### src/dda_pkg.sv
// Shared types and constants for the fixed-point line rasterizer.
// Used by dda_divider and dda_line_rasterizer; depends on nothing else.
package dda_pkg;

   // Fixed-point format of the accumulators and increments.
   localparam int FracBits = 16;
   localparam int AccW     = 32;
   localparam int IntW     = AccW - FracBits;

   // Coordinate, delta and magnitude widths.
   localparam int CoordW   = 15;
   localparam int DeltaW   = CoordW + 1;
   localparam int MagW     = CoordW;
   localparam int CountW   = 16;

   // Divider widths: the quotient never exceeds one whole unit.
   localparam int RemW     = MagW + 1;
   localparam int QuotW    = FracBits + 1;
   localparam int IterW    = $clog2(QuotW + 1);

   // Screen size registers.
   localparam int ScreenW  = 13;
   localparam logic [ScreenW-1:0] ScreenWidthReset  = ScreenW'(640);
   localparam logic [ScreenW-1:0] ScreenHeightReset = ScreenW'(480);

   // Configuration register indexes.
   localparam int CsrIdxW = 1;
   localparam logic [CsrIdxW-1:0] REG_SCREEN_WIDTH  = 1'b0;
   localparam logic [CsrIdxW-1:0] REG_SCREEN_HEIGHT = 1'b1;

   // Command codes carried on the request tuser.
   localparam logic CMD_START = 1'b0;
   localparam logic CMD_STEP  = 1'b1;

   // Sequencer states.
   typedef enum logic [3:0] {
      ST_IDLE  = 4'b0001,
      ST_SETUP = 4'b0010,
      ST_DIV_X = 4'b0100,
      ST_DIV_Y = 4'b1000
   } state_type;

   // Request into the shared divider.
   typedef struct packed {
      logic            start;
      logic [MagW-1:0] dividend;
      logic [MagW-1:0] divisor;
   } div_req_type;

   // Result from the shared divider.
   typedef struct packed {
      logic             done;
      logic [QuotW-1:0] quotient;
   } div_rsp_type;

endpackage

### src/dda_divider.sv
// Restoring divider that forms (dividend << FracBits) / divisor, one quotient bit per cycle.
// Depends on dda_pkg; the dividend must not exceed the divisor.
module dda_divider (
   input  logic                 clock,
   input  logic                 reset,
   input  dda_pkg::div_req_type req,
   output dda_pkg::div_rsp_type rsp
);

   logic                         busy_ff, busy_in;
   logic                         done_ff, done_in;
   logic [dda_pkg::IterW-1:0]    iter_ff, iter_in;
   logic [dda_pkg::RemW-1:0]     rem_ff, rem_in;
   logic [dda_pkg::MagW-1:0]     div_ff, div_in;
   logic [dda_pkg::QuotW-1:0]    quot_ff, quot_in;
   logic [dda_pkg::RemW:0]       trial;
   logic                         qbit;
   logic [dda_pkg::RemW-1:0]     rem_kept;

   // Trial subtraction of the divisor from the partial remainder.
   always_comb begin
      trial    = {1'b0, rem_ff} - {2'b00, div_ff};
      qbit     = !trial[dda_pkg::RemW];
      rem_kept = qbit ? trial[dda_pkg::RemW-1:0] : rem_ff;
   end

   // Sequencing of the iterations.
   always_comb begin
      busy_in = busy_ff;
      done_in = 1'b0;
      iter_in = iter_ff;
      rem_in  = rem_ff;
      div_in  = div_ff;
      quot_in = quot_ff;
      if (req.start) begin
         busy_in = 1'b1;
         iter_in = dda_pkg::IterW'(dda_pkg::QuotW);
         rem_in  = {1'b0, req.dividend};
         div_in  = req.divisor;
         quot_in = '0;
      end else if (busy_ff) begin
         // The kept remainder is below the divisor, so doubling it cannot overflow.
         rem_in  = {rem_kept[dda_pkg::RemW-2:0], 1'b0};
         quot_in = {quot_ff[dda_pkg::QuotW-2:0], qbit};
         iter_in = iter_ff - 1'b1;
         if (iter_ff == dda_pkg::IterW'(1)) begin
            busy_in = 1'b0;
            done_in = 1'b1;
         end
      end
   end

   // Control state is reset; the datapath is not.
   always_ff @(posedge clock) begin
      if (reset) begin
         busy_ff <= 1'b0;
         done_ff <= 1'b0;
         iter_ff <= '0;
      end else begin
         busy_ff <= busy_in;
         done_ff <= done_in;
         iter_ff <= iter_in;
      end
      rem_ff  <= rem_in;
      div_ff  <= div_in;
      quot_ff <= quot_in;
   end

   assign rsp.done     = done_ff;
   assign rsp.quotient = quot_ff;

endmodule

### src/dda_line_rasterizer.sv
// Top level of the DDA line rasterizer in 16.16 fixed point.
// Depends on dda_pkg and dda_divider.
//
// Usage:
//   The request channel carries commands. tuser is the command: start a line from the
//   two endpoints in tdata, or step to the next pixel. A start emits nothing and drops
//   any line in progress. Each step of an active line emits one pixel on the response
//   channel; tlast marks the final pixel and tuser flags a pixel inside the screen.
//   A step while no line is active is taken and emits nothing.
//   Throughput: a step's pixel appears in the response register on the next cycle, so
//   steps run at one per cycle while the receiver takes each pixel. A start keeps
//   req_tready low through the SETUP, DIV_X and DIV_Y states while the single shared
//   restoring divider forms the x and then the y increment, one quotient bit per cycle.
//   When the receiver stalls, the pixel waits in the response register and the block
//   takes no command until it is taken (or is taken in the same cycle).
//   Reset (synchronous) leaves no line active, the response channel empty and the
//   screen size at 640 by 480. Screen size is to be written on the csr port only while
//   idle; the block itself does not enforce it.
module dda_line_rasterizer (
   input  logic                          clock,
   input  logic                          reset,
   // Command transaction.
   input  logic                          req_tvalid,
   output logic                          req_tready,
   // tdata from bit 0: x_start[14:0], y_start[14:0], x_end[14:0], y_end[14:0], zero fill.
   input  logic [63:0]                   req_tdata,
   // tuser: command (0 = start, 1 = step).
   input  logic                          req_tuser,
   // Pixel transaction.
   output logic                          rsp_tvalid,
   input  logic                          rsp_tready,
   // tdata from bit 0: pixel_x[14:0], pixel_y[14:0], zero fill.
   output logic [31:0]                   rsp_tdata,
   // tuser: on_screen.
   output logic                          rsp_tuser,
   output logic                          rsp_tlast,
   // Configuration writes.
   input  logic                          csr_we,
   input  logic [dda_pkg::CsrIdxW-1:0]   csr_index,
   input  logic [dda_pkg::ScreenW-1:0]   csr_wdata
);

   localparam int CW = dda_pkg::CoordW;
   localparam int SignPad = dda_pkg::AccW - CW - dda_pkg::FracBits;

   dda_pkg::state_type               state_ff, state_in;
   logic [dda_pkg::ScreenW-1:0]      width_ff, width_in;
   logic [dda_pkg::ScreenW-1:0]      height_ff, height_in;
   logic [dda_pkg::AccW-1:0]         accum_x_ff, accum_x_in;
   logic [dda_pkg::AccW-1:0]         accum_y_ff, accum_y_in;
   logic [dda_pkg::AccW-1:0]         step_x_ff, step_x_in;
   logic [dda_pkg::AccW-1:0]         step_y_ff, step_y_in;
   logic [dda_pkg::CountW-1:0]       left_ff, left_in;
   logic                             active_ff, active_in;
   logic [dda_pkg::MagW-1:0]         mag_x_ff, mag_x_in;
   logic [dda_pkg::MagW-1:0]         mag_y_ff, mag_y_in;
   logic                             neg_x_ff, neg_x_in;
   logic                             neg_y_ff, neg_y_in;
   logic [dda_pkg::MagW-1:0]         steps_ff, steps_in;
   logic                             out_valid_ff, out_valid_in;
   logic [2*CW-1:0]                  out_xy_ff, out_xy_in;
   logic                             out_vis_ff, out_vis_in;
   logic                             out_last_ff, out_last_in;

   logic                             accept;
   logic signed [CW-1:0]             x1, y1, x2, y2;
   logic [dda_pkg::DeltaW-1:0]       dx, dy, abs_x, abs_y;
   logic [dda_pkg::MagW-1:0]         new_steps;
   logic [dda_pkg::IntW-1:0]         ix, iy;
   logic                             fin;
   logic [dda_pkg::AccW-1:0]         quot_ext, quot_signed;
   logic                             quot_neg;
   dda_pkg::div_req_type             div_req;
   dda_pkg::div_rsp_type             div_rsp;

   dda_divider u_div (
      .clock (clock),
      .reset (reset),
      .req   (div_req),
      .rsp   (div_rsp)
   );

   // Commands are taken only while idle and with room in the response register.
   assign accept     = req_tvalid && req_tready;
   assign req_tready = (state_ff == dda_pkg::ST_IDLE) && (!out_valid_ff || rsp_tready);

   // Endpoint deltas and the step count of a new line.
   always_comb begin
      x1        = req_tdata[CW-1:0];
      y1        = req_tdata[2*CW-1:CW];
      x2        = req_tdata[3*CW-1:2*CW];
      y2        = req_tdata[4*CW-1:3*CW];
      dx        = {x2[CW-1], x2} - {x1[CW-1], x1};
      dy        = {y2[CW-1], y2} - {y1[CW-1], y1};
      abs_x     = dx[dda_pkg::DeltaW-1] ? -dx : dx;
      abs_y     = dy[dda_pkg::DeltaW-1] ? -dy : dy;
      new_steps = (abs_x > abs_y) ? abs_x[dda_pkg::MagW-1:0] : abs_y[dda_pkg::MagW-1:0];
   end

   // Integer part of the accumulators and the last-pixel test.
   always_comb begin
      ix  = accum_x_ff[dda_pkg::AccW-1:dda_pkg::FracBits];
      iy  = accum_y_ff[dda_pkg::AccW-1:dda_pkg::FracBits];
      fin = (left_ff <= dda_pkg::CountW'(1));
   end

   // Signed increment from the unsigned quotient; a zero-length line steps by zero.
   always_comb begin
      quot_neg    = (state_ff == dda_pkg::ST_DIV_X) ? neg_x_ff : neg_y_ff;
      quot_ext    = {{(dda_pkg::AccW - dda_pkg::QuotW){1'b0}}, div_rsp.quotient};
      quot_signed = quot_neg ? (~quot_ext + 1'b1) : quot_ext;
      if (steps_ff == '0) begin
         quot_signed = '0;
      end
   end

   // Sequencer and datapath next values.
   always_comb begin
      state_in     = state_ff;
      width_in     = width_ff;
      height_in    = height_ff;
      accum_x_in   = accum_x_ff;
      accum_y_in   = accum_y_ff;
      step_x_in    = step_x_ff;
      step_y_in    = step_y_ff;
      left_in      = left_ff;
      active_in    = active_ff;
      mag_x_in     = mag_x_ff;
      mag_y_in     = mag_y_ff;
      neg_x_in     = neg_x_ff;
      neg_y_in     = neg_y_ff;
      steps_in     = steps_ff;
      out_valid_in = out_valid_ff && !rsp_tready;
      out_xy_in    = out_xy_ff;
      out_vis_in   = out_vis_ff;
      out_last_in  = out_last_ff;
      div_req.start    = 1'b0;
      div_req.dividend = mag_x_ff;
      div_req.divisor  = steps_ff;

      if (csr_we) begin
         case (csr_index)
            dda_pkg::REG_SCREEN_WIDTH:  width_in  = csr_wdata;
            dda_pkg::REG_SCREEN_HEIGHT: height_in = csr_wdata;
            default: ;
         endcase
      end

      case (state_ff)
         dda_pkg::ST_IDLE: begin
            if (accept && req_tuser == dda_pkg::CMD_START) begin
               accum_x_in = {{SignPad{x1[CW-1]}}, x1, {dda_pkg::FracBits{1'b0}}};
               accum_y_in = {{SignPad{y1[CW-1]}}, y1, {dda_pkg::FracBits{1'b0}}};
               mag_x_in   = abs_x[dda_pkg::MagW-1:0];
               mag_y_in   = abs_y[dda_pkg::MagW-1:0];
               neg_x_in   = dx[dda_pkg::DeltaW-1];
               neg_y_in   = dy[dda_pkg::DeltaW-1];
               steps_in   = new_steps;
               left_in    = {1'b0, new_steps} + 1'b1;
               active_in  = 1'b1;
               state_in   = dda_pkg::ST_SETUP;
            end else if (accept && active_ff) begin
               // Emit the current pixel, then advance along the line.
               out_valid_in = 1'b1;
               out_xy_in    = {iy[CW-1:0], ix[CW-1:0]};
               out_vis_in   = !ix[dda_pkg::IntW-1] && !iy[dda_pkg::IntW-1] &&
                  (ix < {{(dda_pkg::IntW - dda_pkg::ScreenW){1'b0}}, width_ff}) &&
                  (iy < {{(dda_pkg::IntW - dda_pkg::ScreenW){1'b0}}, height_ff});
               out_last_in  = fin;
               accum_x_in   = accum_x_ff + step_x_ff;
               accum_y_in   = accum_y_ff + step_y_ff;
               if (fin) begin
                  left_in   = '0;
                  active_in = 1'b0;
               end else begin
                  left_in   = left_ff - 1'b1;
               end
            end
         end
         dda_pkg::ST_SETUP: begin
            // Launch the x increment division.
            div_req.start = 1'b1;
            state_in      = dda_pkg::ST_DIV_X;
         end
         dda_pkg::ST_DIV_X: begin
            if (div_rsp.done) begin
               step_x_in        = quot_signed;
               div_req.start    = 1'b1;
               div_req.dividend = mag_y_ff;
               state_in         = dda_pkg::ST_DIV_Y;
            end
         end
         dda_pkg::ST_DIV_Y: begin
            if (div_rsp.done) begin
               step_y_in = quot_signed;
               state_in  = dda_pkg::ST_IDLE;
            end
         end
         default: begin
            state_in = dda_pkg::ST_IDLE;
         end
      endcase
   end

   // Registers: control and screen size are reset, the datapath is not.
   always_ff @(posedge clock) begin
      if (reset) begin
         state_ff     <= dda_pkg::ST_IDLE;
         width_ff     <= dda_pkg::ScreenWidthReset;
         height_ff    <= dda_pkg::ScreenHeightReset;
         left_ff      <= '0;
         active_ff    <= 1'b0;
         out_valid_ff <= 1'b0;
      end else begin
         state_ff     <= state_in;
         width_ff     <= width_in;
         height_ff    <= height_in;
         left_ff      <= left_in;
         active_ff    <= active_in;
         out_valid_ff <= out_valid_in;
      end
      accum_x_ff  <= accum_x_in;
      accum_y_ff  <= accum_y_in;
      step_x_ff   <= step_x_in;
      step_y_ff   <= step_y_in;
      mag_x_ff    <= mag_x_in;
      mag_y_ff    <= mag_y_in;
      neg_x_ff    <= neg_x_in;
      neg_y_ff    <= neg_y_in;
      steps_ff    <= steps_in;
      out_xy_ff   <= out_xy_in;
      out_vis_ff  <= out_vis_in;
      out_last_ff <= out_last_in;
   end

   assign rsp_tvalid = out_valid_ff;
   assign rsp_tdata  = {{(32 - 2*CW){1'b0}}, out_xy_ff};
   assign rsp_tuser  = out_vis_ff;
   assign rsp_tlast  = out_last_ff;

endmodule

### config.mk
export PLATFORM = sky130hd
export DESIGN_NAME = dda_line_rasterizer
export DESIGN_NICKNAME = d
export VERILOG_FILES = /design/src/dda_pkg.sv /design/src/dda_divider.sv /design/src/dda_line_rasterizer.sv
export SDC_FILE = /design/constraint.sdc
export NUM_CORES = 1
export LEC_CHECK = 0
export ABC_AREA = 1
export BUFFER_PORTS_ARGS = -buffer_cell sky130_fd_sc_hd__buf_2
export CAP_MARGIN = 20
export CORE_MARGIN = 4
export CORE_UTILIZATION = 30
export DETAILED_ROUTE_END_ITERATION = 10
export HOLD_SLACK_MARGIN = 0.06
export SYNTH_ARGS = -nofsm -noshare
export SYNTH_HDL_FRONTEND = slang
export SYNTH_SLANG_ARGS = --single-unit
### constraint.sdc
create_clock -name clock -period 6 [get_ports clock]
set_input_delay 1.8 -clock clock [delete_from_list [all_inputs] [get_ports clock]]
set_output_delay 1.8 -clock clock [all_outputs]
set_load 0.02 [all_outputs]
==> flow_summary.rst <==
.. list-table::
   :header-rows: 1

   * - Metric
     - Value
   * - Amount of wire on met2 after detailed routing
     - between 20000 and 25000 um
   * - Post-placement cell area
     - roughly 22000 um^2
   * - Number of antenna violations at the first check in global routing
     - 2
   * - Vias per cell
     - between 4 and 5
   * - Run status
     - finished, final reports clean
   * - Final slew viol count
     - 0
   * - Post-synthesis register bit count
     - a little over 300
   * - Largest driver fanout on the critical path
     - 6
   * - Number of endpoints with negative hold slack in the final report
     - 0
   * - Global-route usage over all layers
     - around 15%
   * - Leading post-synthesis cells by cell area
     - edfxtp_1 (37%), ha_1 (9.8%), nand2_1 (8.2%)
   * - Final Instance Area
     - between 20000 and 25000 um^2
   * - Clock transition at the register clock pins on the worst setup and hold paths after CTS
     - 0.06 ns
   * - Area growth from synthesis to layout
     - 19.7%
   * - Unique cell type count in the Yosys netlist
     - 58
   * - Final Total Pwr
     - ~7.9 mW
   * - Number of maximum-capacitance violations
     - 0
   * - Post-synth EDFFs
     - approximately 240
   * - Peak Freq
     - about 170 MHz
   * - Buffer levels on the longest clock path
     - 3
   * - Die boundary width
     - 262 um
   * - Power density of the placed cells
     - approximately 340 nW/um^2
   * - Critical-path top delay cell
     - fa_1
   * - Number of rows in the core area
     - 92
   * - Dominant cell by count in the synthesized netlist
     - nand2_1
   * - CTS H-tree depth
     - 2
   * - Max-slew headroom at the worst pin
     - 28.5%
   * - Setup Viol. Count Final
     - 0
   * - Most prevalent standard cell on the critical path
     - inv_1
   * - Type of the worst setup path
     - input port to flip-flop
   * - Synth Instances
     - between 2000 and 2500
   * - Met1 routed wirelength after detailed routing
     - 23700 um
   * - Die area
     - between 60000 and 70000 um^2
   * - Final critical-path required period
     - slightly below 6 ns
   * - First-pass GRT wire length
     - around 80000 um
   * - Antenna-violating nets left
     - 0
   * - Critical path data arrival time
     - 6.23 ns
   * - Mean instance size in the synthesized netlist
     - around 8.6 um^2
   * - Clock root cell
     - clkbuf_16
   * - RD Place Congestion
     - roughly 0.89
   * - Number of nets in the layout
     - approximately 2700
   * - Req. time, crit path
     - roughly 6.5 ns
   * - Starting Density
     - between 30% and 40%
   * - Clock tree sinks
     - 310
   * - Uppermost routed layer
     - met4
   * - Static power due to leakage
     - 10.3 nW
   * - Path depth of the worst reg2reg path
     - 21
   * - Detailed-placement wirelength estimate
     - 38900 um
   * - Worst voltage drop across the vdd grid
     - 0.000149 V
   * - Clock latency at the later pin of the worst-skew pair
     - 0.55 ns
   * - # IOs
     - between 100 and 150
   * - Length of routed met3 wiring
     - 2630 um
   * - Transition time of the tightest slew-check pin
     - around 1.1 ns
   * - Sequential cell area fraction in the yosys report
     - 44.4%
   * - Sequential standard cell area
     - between 8000 and 9000 um^2
   * - Detailed-route wire length per cell
     - ~15 um
   * - Crit end category
     - flip-flop
   * - Worst Setup Start Kind
     - input port
   * - Largest area contributor in the netlist
     - edfxtp_1
   * - Total detailed-routing wirelength
     - about 50000 um
   * - Number of DRC markers after the initial detailed-route iteration
     - 1140
   * - Via total after detailed routing
     - around 16000
   * - Fraction of post-synthesis cell area in the top cell type by area
     - 36.8%
   * - Hold crit path type
     - flip-flop to flip-flop
   * - Y dimension of the die
     - 262 um
   * - Port Buffer Count
     - 113
   * - # fillers
     - 6441
   * - Fraction of the cycle the final worst path needs
     - 96.4%
   * - Worst Clk Skew
     - 0.0271 ns
   * - Total clock buffers created by CTS
     - 37
   * - Vias in the first global route
     - approximately 15000
   * - Total number of yosys warnings
     - 0
   * - Synth Flop Type
     - edfxtp_1
   * - Standard cell core area
     - between 60000 and 70000 um^2
   * - Proportion of layout cells with a drive suffix above 1
     - between 10% and 20%
   * - Worst hold stages
     - 0
   * - Cts-stage hold buffer count
     - 0
   * - Largest net degree at the start of global routing
     - 85
   * - Cell types with the highest counts after synthesis
     - nand2_1 (421), inv_1 (300), edfxtp_1 (237)
   * - Hold Slack
     - 0.450 ns
   * - Multi-input logic area
     - roughly 9500 um^2
   * - Fraction of registers with async set/reset
     - 0%
   * - DRC violation count after routing
     - 0
   * - Post-synthesis instance area
     - 19300 um^2
   * - Pre-antenna DRT Iters
     - 5
   * - CTS tree
     - built
   * - Critical Path Max Stage Delay
     - 0.48 ns
   * - Overall overflow remaining after global route
     - 0
-- where the power goes --
part	internal, mW	switching (mW)	total (mW)
registers	2.65	0.123	2.78
logic	1.10	1.73	2.83
clock network	1.41	0.906	2.31
total	5.16	2.76	7.92
-- flip-flops by register name (all words and copies together) (netlist names), 15 cells and up --
name and count:
accum_x_ff 32, accum_y_ff 32, left_ff 16, mag_x_ff 15
mag_y_ff 15, out_xy_ff 30, step_x_ff 32, step_y_ff 32
steps_ff 15, u_div.div_ff 15, u_div.quot_ff 17, u_div.rem_ff 16
-- per-layer routing --
layer	track usage (%)	vias to the layer above
li1	-	8181
met1	20.4	7238
met2	23.8	327
met3	2.29	78
met4	4.40	0
met5	0	-
-- layout by cell type, fill, tap and decap left out, types with 12 or more instances in the layout --
master | netlist | layout
a31oi_1 | 22 | 22
clkbuf_16 | 0 | 40
nor2_1 | 152 | 147
o21ai_0 | 145 | 144
mux2i_1 | 14 | 14
o22ai_1 | 30 | 30
a21oi_1 | 192 | 190
nand3_1 | 121 | 120
xor2_1 | 43 | 41
inv_2 | 15 | 16
dfxtp_1 | 73 | 73
nand4_1 | 23 | 23
buf_2 | 2 | 113
ha_1 | 151 | 147
o211ai_1 | 16 | 16
edfxtp_1 | 237 | 237
nor3_1 | 34 | 34
nand2_2 | 38 | 37
nand2_1 | 421 | 419
xnor2_1 | 14 | 14
nand2_4 | 9 | 12
o21a_1 | 20 | 20
or2_2 | 25 | 25
inv_1 | 300 | 299
buf_4 | 3 | 126
-- timing repair --
action / 4_1_cts / 5_1_grt
gates resized for setup: 0 / 18
setup endpoints to repair: 0 / 14
buffers inserted: 0 / 3
-- final cells by class --
| cell class | instances | area share, % |
|---|---|---|
| multi-input combinational | 1576 | 41.0 |
| clock inverter | 16 | 0.735 |
| timing repair buffer | 242 | 6.74 |
| clock buffer | 51 | 4.72 |
| tap | 846 | 4.57 |
| sequential | 310 | 37.1 |
| antenna | 1 | 0.0108 |
| inverter | 318 | 5.16 |
-- worst max-delay path, delay by kind of cell --
kind / cells / cell delay (ns)
simple gates: 17 / 1.83
compound gates: 3 / 0.52
buf+inv: 9 / 0.77
fa+ha+maj: 4 / 1.07
xor+xnor: 1 / 0.24
-- final timing paths --
kind | startpoint | to | slack (ns)
hold reg to reg | steps_ff[2] | u_div.div_ff[2] | 0.45
setup reg to reg | accum_y_ff[0] | accum_y_ff[30] | 1.62
hold / removal | steps_ff[2] | u_div.div_ff[2] | 0.45
setup / recovery | req_tdata[45] | left_ff[14] | 0.22
-- cells by family after synthesis --
group           count (synthesis)  share of synthesized area [%]
buf+inv                       363                           7.26
flops                         310                           44.4
xor+xnor                       58                           2.67
mux                            14                          0.725
compound gates                473                           13.8
simple gates                  872                           20.9
other cells                     1                         0.0194
fa+ha+maj                     156                           10.3
-- per-stage QoR --
step	instances	setup TNS, ns	util [%]	setup slack, ns
6_report	3360	0	36.5	0.218
5_1_grt	3360	-0.104	36.5	-0.0374
4_1_cts	3354	0	36.3	0.107
3_5_place_dp	3287	-5.85	34.3	-0.426
3_3_place_gp	3287	-5.25	34.3	-0.416
2_1_floorplan	2248	0	-	0.127
Note: power is estimated with default switching activity, not from simulation.
